## src/scdec_pkg.sv

```systemverilog
// Shared constants, codes and character helpers for the serial command controller.
`default_nettype none

package scdec_pkg;

  localparam logic [1:0] OP_BYTE = 2'd0;
  localparam logic [1:0] OP_TICK = 2'd1;
  localparam logic [1:0] OP_ERR  = 2'd2;

  localparam logic [3:0] REPLY_STOP    = 4'd0;
  localparam logic [3:0] REPLY_RUN     = 4'd1;
  localparam logic [3:0] REPLY_STATUS  = 4'd2;
  localparam logic [3:0] REPLY_PERCENT = 4'd3;
  localparam logic [3:0] REPLY_LONG    = 4'd4;
  localparam logic [3:0] REPLY_UART    = 4'd5;
  localparam logic [3:0] REPLY_BADPCT  = 4'd6;
  localparam logic [3:0] REPLY_UNKNOWN = 4'd7;
  localparam logic [3:0] REPLY_TIMEOUT = 4'd8;

  localparam logic CFG_TIMEOUT = 1'b0;
  localparam logic CFG_RUN     = 1'b1;

  localparam logic [15:0] TIMEOUT_RESET = 16'd3000;
  localparam logic [11:0] RUN_RESET     = 12'd1241;
  localparam logic [16:0] ELAPSED_MAX   = 17'h1FFFF;

  localparam logic [7:0] CH_CR    = 8'd13;
  localparam logic [7:0] CH_LF    = 8'd10;
  localparam logic [7:0] CH_NUL   = 8'd0;
  localparam logic [7:0] CH_P     = 8'h50;
  localparam logic [7:0] CH_PLUS  = 8'h2B;
  localparam logic [7:0] CH_MINUS = 8'h2D;
  localparam logic [7:0] CH_ZERO  = 8'h30;

  localparam logic [6:0] PCT_MAX = 7'd100;
  localparam logic [6:0] PCT_SAT = 7'd101;
  localparam logic [18:0] ROUND_HALF = 19'd50;
  // floor(x / 100) = (x * RECIP_100) >> 26 for x below 2^19
  localparam logic [19:0] RECIP_100 = 20'd671089;

  // Command words: STOP, 0, RUN, 1, S, STATUS; byte k of a word sits at bits 8k+7:8k
  localparam int NCAND = 6;
  localparam logic [NCAND-1:0][63:0] CAND_TXT = {
    64'h0000_5355_5441_5453,
    64'h0000_0000_0000_0053,
    64'h0000_0000_0000_0031,
    64'h0000_0000_004E_5552,
    64'h0000_0000_0000_0030,
    64'h0000_0000_504F_5453
  };
  localparam logic [NCAND-1:0][2:0] CAND_LEN = {3'd6, 3'd1, 3'd1, 3'd3, 3'd1, 3'd4};

  function automatic logic is_blank(input logic [7:0] c);
    return (c == 8'd32) || ((c >= 8'd9) && (c <= 8'd13));
  endfunction

  function automatic logic is_digit(input logic [7:0] c);
    return (c >= CH_ZERO) && (c <= 8'h39);
  endfunction

  function automatic logic [7:0] to_upper(input logic [7:0] c);
    return ((c >= 8'd97) && (c <= 8'd122)) ? (c - 8'd32) : c;
  endfunction

  function automatic logic [NCAND-1:0] cand_step(input logic [NCAND-1:0] c,
                                                 input logic [2:0] pos,
                                                 input logic [7:0] ch);
    logic [NCAND-1:0] nxt;
    for (int k = 0; k < NCAND; k++) begin
      nxt[k] = c[k] && (pos < CAND_LEN[k]) && (CAND_TXT[k][{pos, 3'b000} +: 8] == ch);
    end
    return nxt;
  endfunction

  function automatic logic [6:0] pct_acc(input logic [6:0] v, input logic [7:0] ch);
    logic [10:0] t;
    t = (11'(v) * 11'd10) + 11'(ch - CH_ZERO);
    return (t > 11'(PCT_SAT)) ? PCT_SAT : t[6:0];
  endfunction

endpackage

`default_nettype wire

```

## src/scdec_ram.sv

```systemverilog
// Generic single-port-write, single-port-read RAM with registered read data.
`default_nettype none

module scdec_ram #(
  parameter int WIDTH = 8,
  parameter int DEPTH = 31,
  localparam int AW = (DEPTH > 1) ? $clog2(DEPTH) : 1
) (
  input  wire logic             clk_i,
  input  wire logic             we_i,
  input  wire logic [AW-1:0]    waddr_i,
  input  wire logic [WIDTH-1:0] wdata_i,
  input  wire logic             re_i,
  input  wire logic [AW-1:0]    raddr_i,
  output logic      [WIDTH-1:0] rdata_o
);

  logic [WIDTH-1:0] mem_q [DEPTH];
  logic [WIDTH-1:0] rdata_q;

  always_ff @(posedge clk_i) begin
    if (we_i) begin
      mem_q[waddr_i] <= wdata_i;
    end
    if (re_i) begin
      rdata_q <= mem_q[raddr_i];
    end
  end

  assign rdata_o = rdata_q;

endmodule

`default_nettype wire

```

## src/serial_command_dac_enable_controller.sv

```systemverilog
// Serial command line controller driving a converter code and enable.
// Bytes, ticks, receiver errors: taken when idle and output free; reply in the next cycle.
// Line end: one line RAM read per cycle walks the stored line, then EVAL, for a
// percentage two registered multiplies (MUL1, MUL2), and EMIT once the output is free.
// Reset: line empty, code 0, idle count 0, timeout 3000, run code 1241;
// the line RAM is not cleared and needs no clearing pass.
`default_nettype none

module serial_command_dac_enable_controller
  import scdec_pkg::*;
#(
  parameter int LINE_CAPACITY = 32
) (
  input  wire logic        clk_i,
  input  wire logic        rst_ni,
  input  wire logic        in_valid_i,
  output logic             in_stall_o,
  input  wire logic [1:0]  operation_i,
  input  wire logic [7:0]  rx_byte_i,
  output logic             out_valid_o,
  input  wire logic        out_stall_i,
  output logic      [3:0]  reply_o,
  output logic      [11:0] level_code_o,
  output logic             enable_o,
  output logic      [6:0]  percent_o,
  input  wire logic        cfg_valid_i,
  output logic             cfg_ready_o,
  input  wire logic        cfg_index_i,
  input  wire logic [15:0] cfg_data_i
);

  localparam int DEPTH = LINE_CAPACITY - 1;
  localparam int AW = (DEPTH > 1) ? $clog2(DEPTH) : 1;
  localparam int LW = $clog2(LINE_CAPACITY);
  localparam logic [LW-1:0] LEN_LIMIT = LW'(LINE_CAPACITY - 1);

  localparam logic [2:0] ST_IDLE = 3'd0;
  localparam logic [2:0] ST_WALK = 3'd1;
  localparam logic [2:0] ST_EVAL = 3'd2;
  localparam logic [2:0] ST_MUL1 = 3'd3;
  localparam logic [2:0] ST_MUL2 = 3'd4;
  localparam logic [2:0] ST_EMIT = 3'd5;

  localparam logic [3:0] PH_LEAD   = 4'd0;
  localparam logic [3:0] PH_WORD   = 4'd1;
  localparam logic [3:0] PH_WTRAIL = 4'd2;
  localparam logic [3:0] PH_DEAD   = 4'd3;
  localparam logic [3:0] PH_PPRE   = 4'd4;
  localparam logic [3:0] PH_PSIGN  = 4'd5;
  localparam logic [3:0] PH_PDIG   = 4'd6;
  localparam logic [3:0] PH_PTRAIL = 4'd7;
  localparam logic [3:0] PH_PBAD   = 4'd8;

  logic [2:0]       state_q, state_d;
  logic [15:0]      timeout_q;
  logic [11:0]      run_q;
  logic [LW-1:0]    len_q, len_d;
  logic [11:0]      code_q, code_d;
  logic [16:0]      elapsed_q, elapsed_d;
  logic [LW-1:0]    ptr_q, ptr_d;
  logic             rv_q, rv_d;
  logic             zero_q, zero_d;
  logic [3:0]       phase_q, phase_d;
  logic [NCAND-1:0] cand_q, cand_d;
  logic [2:0]       wl_q, wl_d;
  logic [6:0]       val_q, val_d;
  logic             neg_q, neg_d;
  logic [3:0]       rep_q, rep_d;
  logic [18:0]      prod1_q, prod1_d;
  logic             out_valid_q, out_valid_d;
  logic [3:0]       out_reply_q, out_reply_d;
  logic [11:0]      out_dac_q, out_dac_d;
  logic [6:0]       out_pct_q, out_pct_d;

  logic             ram_we, ram_re;
  logic [7:0]       ram_rdata;
  logic             in_fire, out_free;
  logic [16:0]      el_inc;
  logic [7:0]       ch;
  logic [NCAND-1:0] match;
  logic [38:0]      prod2;

  scdec_ram #(
    .WIDTH(8),
    .DEPTH(DEPTH)
  ) u_line_ram (
    .clk_i  (clk_i),
    .we_i   (ram_we),
    .waddr_i(len_q[AW-1:0]),
    .wdata_i(rx_byte_i),
    .re_i   (ram_re),
    .raddr_i(ptr_q[AW-1:0]),
    .rdata_o(ram_rdata)
  );

  assign out_free   = !out_valid_q || !out_stall_i;
  assign in_stall_o = !((state_q == ST_IDLE) && out_free);
  assign in_fire    = in_valid_i && !in_stall_o;
  assign cfg_ready_o = 1'b1;

  assign el_inc = (elapsed_q == ELAPSED_MAX) ? elapsed_q : (elapsed_q + 17'd1);
  assign ch     = to_upper(ram_rdata);
  assign prod2  = 39'(prod1_q) * 39'(RECIP_100);

  always_comb begin
    for (int k = 0; k < NCAND; k++) begin
      match[k] = cand_q[k] && (wl_q == CAND_LEN[k]);
    end
  end

  always_comb begin
    state_d     = state_q;
    len_d       = len_q;
    code_d      = code_q;
    elapsed_d   = elapsed_q;
    ptr_d       = ptr_q;
    rv_d        = rv_q;
    zero_d      = zero_q;
    phase_d     = phase_q;
    cand_d      = cand_q;
    wl_d        = wl_q;
    val_d       = val_q;
    neg_d       = neg_q;
    rep_d       = rep_q;
    prod1_d     = prod1_q;
    out_valid_d = out_valid_q && out_stall_i;
    out_reply_d = out_reply_q;
    out_dac_d   = out_dac_q;
    out_pct_d   = out_pct_q;
    ram_we      = 1'b0;
    ram_re      = 1'b0;

    case (state_q)
      ST_IDLE: begin
        if (in_fire) begin
          case (operation_i)
            OP_BYTE: begin
              if ((rx_byte_i == CH_CR) || (rx_byte_i == CH_LF)) begin
                if (len_q != '0) begin
                  ptr_d   = '0;
                  rv_d    = 1'b0;
                  zero_d  = 1'b0;
                  phase_d = PH_LEAD;
                  cand_d  = '1;
                  wl_d    = 3'd0;
                  val_d   = 7'd0;
                  neg_d   = 1'b0;
                  state_d = ST_WALK;
                end
              end else if (len_q < LEN_LIMIT) begin
                ram_we = 1'b1;
                len_d  = len_q + LW'(1);
              end else begin
                len_d       = '0;
                code_d      = 12'd0;
                elapsed_d   = 17'd0;
                out_valid_d = 1'b1;
                out_reply_d = REPLY_LONG;
                out_dac_d   = 12'd0;
                out_pct_d   = 7'd0;
              end
            end
            OP_TICK: begin
              if ((code_q != 12'd0) && (el_inc > {1'b0, timeout_q})) begin
                code_d      = 12'd0;
                elapsed_d   = 17'd0;
                out_valid_d = 1'b1;
                out_reply_d = REPLY_TIMEOUT;
                out_dac_d   = 12'd0;
                out_pct_d   = 7'd0;
              end else begin
                elapsed_d = el_inc;
              end
            end
            OP_ERR: begin
              len_d       = '0;
              code_d      = 12'd0;
              elapsed_d   = 17'd0;
              out_valid_d = 1'b1;
              out_reply_d = REPLY_UART;
              out_dac_d   = 12'd0;
              out_pct_d   = 7'd0;
            end
            default: begin
            end
          endcase
        end
      end

      ST_WALK: begin
        rv_d = (ptr_q < len_q);
        if (ptr_q < len_q) begin
          ram_re = 1'b1;
          ptr_d  = ptr_q + LW'(1);
        end
        if (!rv_q && (ptr_q == len_q)) begin
          state_d = ST_EVAL;
        end
        if (rv_q && !zero_q) begin
          if (ch == CH_NUL) begin
            zero_d = 1'b1;
          end else begin
            case (phase_q)
              PH_LEAD: begin
                if (!is_blank(ch)) begin
                  if (ch == CH_P) begin
                    phase_d = PH_PPRE;
                  end else begin
                    phase_d = PH_WORD;
                    cand_d  = cand_step(cand_q, 3'd0, ch);
                    wl_d    = 3'd1;
                  end
                end
              end
              PH_WORD: begin
                if (is_blank(ch)) begin
                  phase_d = PH_WTRAIL;
                end else begin
                  cand_d = cand_step(cand_q, wl_q, ch);
                  wl_d   = (wl_q == 3'd7) ? wl_q : (wl_q + 3'd1);
                end
              end
              PH_WTRAIL: begin
                if (!is_blank(ch)) begin
                  phase_d = PH_DEAD;
                end
              end
              PH_PPRE: begin
                if ((ch == CH_PLUS) || (ch == CH_MINUS)) begin
                  neg_d   = (ch == CH_MINUS);
                  phase_d = PH_PSIGN;
                end else if (is_digit(ch)) begin
                  val_d   = pct_acc(val_q, ch);
                  phase_d = PH_PDIG;
                end else if (!is_blank(ch)) begin
                  phase_d = PH_PBAD;
                end
              end
              PH_PSIGN: begin
                if (is_digit(ch)) begin
                  val_d   = pct_acc(val_q, ch);
                  phase_d = PH_PDIG;
                end else begin
                  phase_d = PH_PBAD;
                end
              end
              PH_PDIG: begin
                if (is_digit(ch)) begin
                  val_d = pct_acc(val_q, ch);
                end else if (is_blank(ch)) begin
                  phase_d = PH_PTRAIL;
                end else begin
                  phase_d = PH_PBAD;
                end
              end
              PH_PTRAIL: begin
                if (!is_blank(ch)) begin
                  phase_d = PH_PBAD;
                end
              end
              default: begin
              end
            endcase
          end
        end
      end

      ST_EVAL: begin
        state_d = ST_EMIT;
        case (phase_q)
          PH_WORD, PH_WTRAIL: begin
            if (match[0] || match[1]) begin
              rep_d  = REPLY_STOP;
              code_d = 12'd0;
            end else if (match[2] || match[3]) begin
              rep_d  = REPLY_RUN;
              code_d = run_q;
            end else if (match[4] || match[5]) begin
              rep_d = REPLY_STATUS;
            end else begin
              rep_d  = REPLY_UNKNOWN;
              code_d = 12'd0;
            end
          end
          PH_PDIG, PH_PTRAIL: begin
            if ((val_q <= PCT_MAX) && !(neg_q && (val_q != 7'd0))) begin
              rep_d   = REPLY_PERCENT;
              state_d = ST_MUL1;
            end else begin
              rep_d  = REPLY_BADPCT;
              code_d = 12'd0;
            end
          end
          PH_PPRE, PH_PSIGN, PH_PBAD: begin
            rep_d  = REPLY_BADPCT;
            code_d = 12'd0;
          end
          default: begin
            rep_d  = REPLY_UNKNOWN;
            code_d = 12'd0;
          end
        endcase
      end

      ST_MUL1: begin
        prod1_d = (19'(run_q) * 19'(val_q)) + ROUND_HALF;
        state_d = ST_MUL2;
      end

      ST_MUL2: begin
        code_d  = prod2[37:26];
        state_d = ST_EMIT;
      end

      ST_EMIT: begin
        if (out_free) begin
          out_valid_d = 1'b1;
          out_reply_d = rep_q;
          out_dac_d   = code_q;
          out_pct_d   = (rep_q == REPLY_PERCENT) ? val_q : 7'd0;
          len_d       = '0;
          elapsed_d   = 17'd0;
          state_d     = ST_IDLE;
        end
      end

      default: begin
        state_d = ST_IDLE;
      end
    endcase
  end

  always_ff @(posedge clk_i or negedge rst_ni) begin
    if (!rst_ni) begin
      state_q     <= ST_IDLE;
      timeout_q   <= TIMEOUT_RESET;
      run_q       <= RUN_RESET;
      len_q       <= '0;
      code_q      <= 12'd0;
      elapsed_q   <= 17'd0;
      ptr_q       <= '0;
      rv_q        <= 1'b0;
      zero_q      <= 1'b0;
      phase_q     <= PH_LEAD;
      cand_q      <= '0;
      wl_q        <= 3'd0;
      val_q       <= 7'd0;
      neg_q       <= 1'b0;
      rep_q       <= REPLY_STOP;
      out_valid_q <= 1'b0;
    end else begin
      state_q     <= state_d;
      len_q       <= len_d;
      code_q      <= code_d;
      elapsed_q   <= elapsed_d;
      ptr_q       <= ptr_d;
      rv_q        <= rv_d;
      zero_q      <= zero_d;
      phase_q     <= phase_d;
      cand_q      <= cand_d;
      wl_q        <= wl_d;
      val_q       <= val_d;
      neg_q       <= neg_d;
      rep_q       <= rep_d;
      out_valid_q <= out_valid_d;
      if (cfg_valid_i && cfg_ready_o) begin
        case (cfg_index_i)
          CFG_TIMEOUT: timeout_q <= cfg_data_i;
          CFG_RUN:     run_q <= cfg_data_i[11:0];
          default: begin
          end
        endcase
      end
    end
  end

  always_ff @(posedge clk_i) begin
    prod1_q     <= prod1_d;
    out_reply_q <= out_reply_d;
    out_dac_q   <= out_dac_d;
    out_pct_q   <= out_pct_d;
  end

  assign out_valid_o  = out_valid_q;
  assign reply_o      = out_reply_q;
  assign level_code_o = out_dac_q;
  assign enable_o     = (out_dac_q != 12'd0);
  assign percent_o    = out_pct_q;

endmodule

`default_nettype wire
```

## config.mk

```make
export PLATFORM = sky130hd
export DESIGN_NAME = serial_command_dac_enable_controller
export DESIGN_NICKNAME = d
export VERILOG_FILES = /design/src/scdec_pkg.sv /design/src/scdec_ram.sv /design/src/serial_command_dac_enable_controller.sv
export SDC_FILE = /design/constraint.sdc
export NUM_CORES = 1
export LEC_CHECK = 0
export BUFFER_PORTS_ARGS = -buffer_cell sky130_fd_sc_hd__buf_2
export CORE_MARGIN = 5
export CORE_UTILIZATION = 50
export DETAILED_ROUTE_END_ITERATION = 12
export PLACE_DENSITY = 0.65
export SETUP_SLACK_MARGIN = 0.3
export SYNTH_ARGS = -nofsm -noshare
export SYNTH_HDL_FRONTEND = slang
export SYNTH_SLANG_ARGS = --single-unit
```

## constraint.sdc

```tcl
create_clock -name clk_i -period 8.62 [get_ports clk_i]
set_input_delay 0.431 -clock clk_i [delete_from_list [all_inputs] [get_ports clk_i]]
set_output_delay 0.431 -clock clk_i [all_outputs]
set_load 0.005 [all_outputs]
```

==> flow_summary.yaml <==
clock_tree:
  htree_levels: 2
  clk_latency_ns: 0.58
  cts-root-buf: "clkbuf_16"
  clkTransAtPathRegs_ns: 0.07
  cts_tree: "done"
  cts_inserted_buffers: 42
  ctsResizeCount: 0
  clkSinkCount: 395
  clockBufferDepth: 3
global_routing:
  grt_max_degree: 74
  grt_pass1_vias: 18064
  grt_pass1_wl_um: 99700
  gr-usage-all-layers_pct: 21.1
  grt_overflow_total: 0
  antenna_found_initial: 3
die:
  core_um2: 53900
  die_h_um: 244
  fp.dieW_um: 244
  initial_core_util_pct: 50.6
  io_pins: 59
  rows: 85
  die_area_um2: 59300
sta:
  skew_ns: 0.0176
  setup_slack_ns: 1.98
  maxSlewViolCount: 0
  slew_headroom_pct: 25.5
  setup_viol: 0
  hold_viol: 0
  fin_crit_sh_pct: 77.0
  finalSetupTns_ns: 0
  fin_crit_ns: 6.64
  fmax_mhz: 151
  rsz0062_at_grt: "false"
  tightest_slew_ns: 1.11
synthesis:
  synth_warnings: 0
  synth_area_leader_cell: "edfxtp_1"
  synth.lib_cells_used.distinct: 89
  synth_ff_type: "edfxtp_1"
  yosys-top-cells-area: "edfxtp_1 33%, fa_1 13%, ha_1 12%"
  synth_fp_nets: 2726
  synth_sequential_area_ratio_pct: 41.8
  avgSynthCellArea_um2: 12.1
  synth_top_area_share_pct: 32.8
  syn_inst: 2256
  ys_ff_latch: 395
  async_reset_ff_share_pct: 24.6
  synth_area_um2: 27300
  synth_edf_count: 298
outcome:
  status: "finished, final reports clean"
setup_path:
  critPathSlowestCell: "fa_1"
  cp_data_required_time_ns: 9.08
  cp_max_fo: 9
  cpMostUsedCell: "fa_1"
  critical_path.top_delay_family: "adder cells"
  critical_path_class: "register to register"
  worstSetupStartpointType: "register"
  crit_buf_inv: 4
  max_stage_delay_ns: 0.65
  cp_cell_sequence: "fa_1, inv_1, fa_1, inv_1, fa_1, fa_1, fa_1, inv_1, fa_1, inv_1, ha_1, a211oi_1, o21bai_1, or4_1, o21ba_1, a221oi_1, mux2_2, a221o_1"
  end_kind: "register"
  cp_data_arrival_time_ns: 7.09
final_layout:
  layout-drive-gt1-share_pct: 11.5
  area_delta_synth_final_pct: 8.31
  final_common_cell: "inv_1"
  final_cell_area_um2: 29600
  most-common-layout-cells: "352 x inv_1, 298 x edfxtp_1, 259 x ha_1"
  fin_nets: 2762
  diodes: 0
placement:
  portBuffers: 57
  gp_congestion: 0.903
  place_area_um2: 28200
  dp_slack_ns: 1.95
  dp_hpwl_um: 46600
drt:
  wire_per_inst_um: 20.5
  drtPass1Iterations: 5
  viasPerCell: 5.74
  ant_nets: 0
  drt_iter0_drc: 1397
  drc_errors: 0
  wirelength_um: 62000
  vias: 17353
pwr:
  p_leak_nw: 12.5
  power_density_nw_per_um2: 339
  ir_drop_v: 0.000323
min_path:
  hp-class: "input port to register"
job:
  drv_cap: 0
## worst register-to-register path, cell delays in order (launching register included)
cell and delay [ns]:
edfxtp_1 0.55, fa_1 0.65, inv_1 0.08, fa_1 0.51, inv_1 0.05, fa_1 0.44
fa_1 0.50, fa_1 0.54, inv_1 0.05, fa_1 0.52, inv_1 0.05, ha_1 0.31
a211oi_1 0.25, o21bai_1 0.13, or4_1 0.47, o21ba_1 0.38, a221oi_1 0.34, mux2_2 0.37
a221o_1 0.31
## logic make-up after synthesis
group / count (synthesis) / synth area share (%)
buf+inv: 427 / 5.98
flops: 395 / 41.8
other cells: 1 / 0.0137
compound gates: 332 / 8.52
xor+xnor: 61 / 1.96
simple gates: 486 / 9.08
mux: 116 / 7.67
fa+ha+maj: 438 / 25.0
## metrics by stage
step,hold WS [ns],instances,power [mW],utilization [%]
final,0.0696,3022,10.0,54.8
after global routing,0.0628,3022,11.0,54.8
after CTS,0.0500,3022,10.1,54.8
after detailed placement,0.491,2943,8.33,52.3
after global placement,0.478,2943,8.20,52.3
after floorplan,0.135,2256,6.91,-
## cell type report
| class | instances | area, µm² |
|---|---|---|
| Clock buffer | 50 | 1110 |
| Inverter | 353 | 1330 |
| Fill cell | 4493 | 24400 |
| Timing Repair Buffer | 66 | 358 |
| Clock inverter | 28 | 208 |
| Multi-Input combinational cell | 1434 | 14300 |
| Tap cell | 696 | 871 |
| Sequential cell | 395 | 11400 |
## cells in the mapped netlist, drive strengths merged (16+ instances only)
cell type	number
nor3	30
ha	259
nand2	120
a21o	21
buf	16
xnor2	48
nand3	53
o21ai	84
dfrtp	84
edfxtp	298
a31oi	32
inv	352
nor2	94
clkbuf	58
and3	21
mux2i	19
a21oi	48
mux4	72
mux2	25
and2	82
fa	179
## flip-flops by register name, indices dropped and copies added, names as in the netlist, 8 cells and up
register	count
code_q	12
elapsed_q	17
level_code_o	12
prod1_q	19
run_q	12
timeout_q	16
u_line_ram.mem_q	248
u_line_ram.rdata_o	8
## per-layer routing
| layer | track usage, % | share of wire (%) |
|---|---|---|
| met1 | 29.0 | 44 |
| met2 | 36.1 | 49 |
| met3 | 2.88 | 5.0 |
| met4 | 4.81 | 2.0 |
| met5 | 0 | 0 |
## path summary, 6_finish.rpt
| path | from | endpoint | slack (ns) | cells past startpoint |
|---|---|---|---|---|
| worst max-delay path | prod1_q[17] | code_q[11] | 1.98 | 18 |
| worst min-delay path | cfg_data_i[13] | timeout_q[13] | 0.07 | 3 |
| worst max register to register | prod1_q[17] | code_q[11] | 1.98 | 18 |
| worst min register to register | zero_q | zero_q | 0.51 | 2 |
| max in group asynchronous | rst_ni | elapsed_q[4] | 6.98 | 3 |
| min in group asynchronous | rst_ni | cand_q[4] | 0.43 | 2 |
## power by group
| part | internal [mW] | leakage (nW) | switching, mW | total (mW) |
|---|---|---|---|---|
| Clock | 0.965 | 0.644 | 0.771 | 1.74 |
| Combinational | 2.45 | 7.92 | 3.19 | 5.64 |
| Sequential | 2.35 | 3.91 | 0.287 | 2.63 |
## repair_timing
action | CTS | global route
endpoints found under the hold margin | 40 | 0
buffers inserted | 0 | 0
hold buffers | 1 | 0
(Power assumes the default switching activity.)
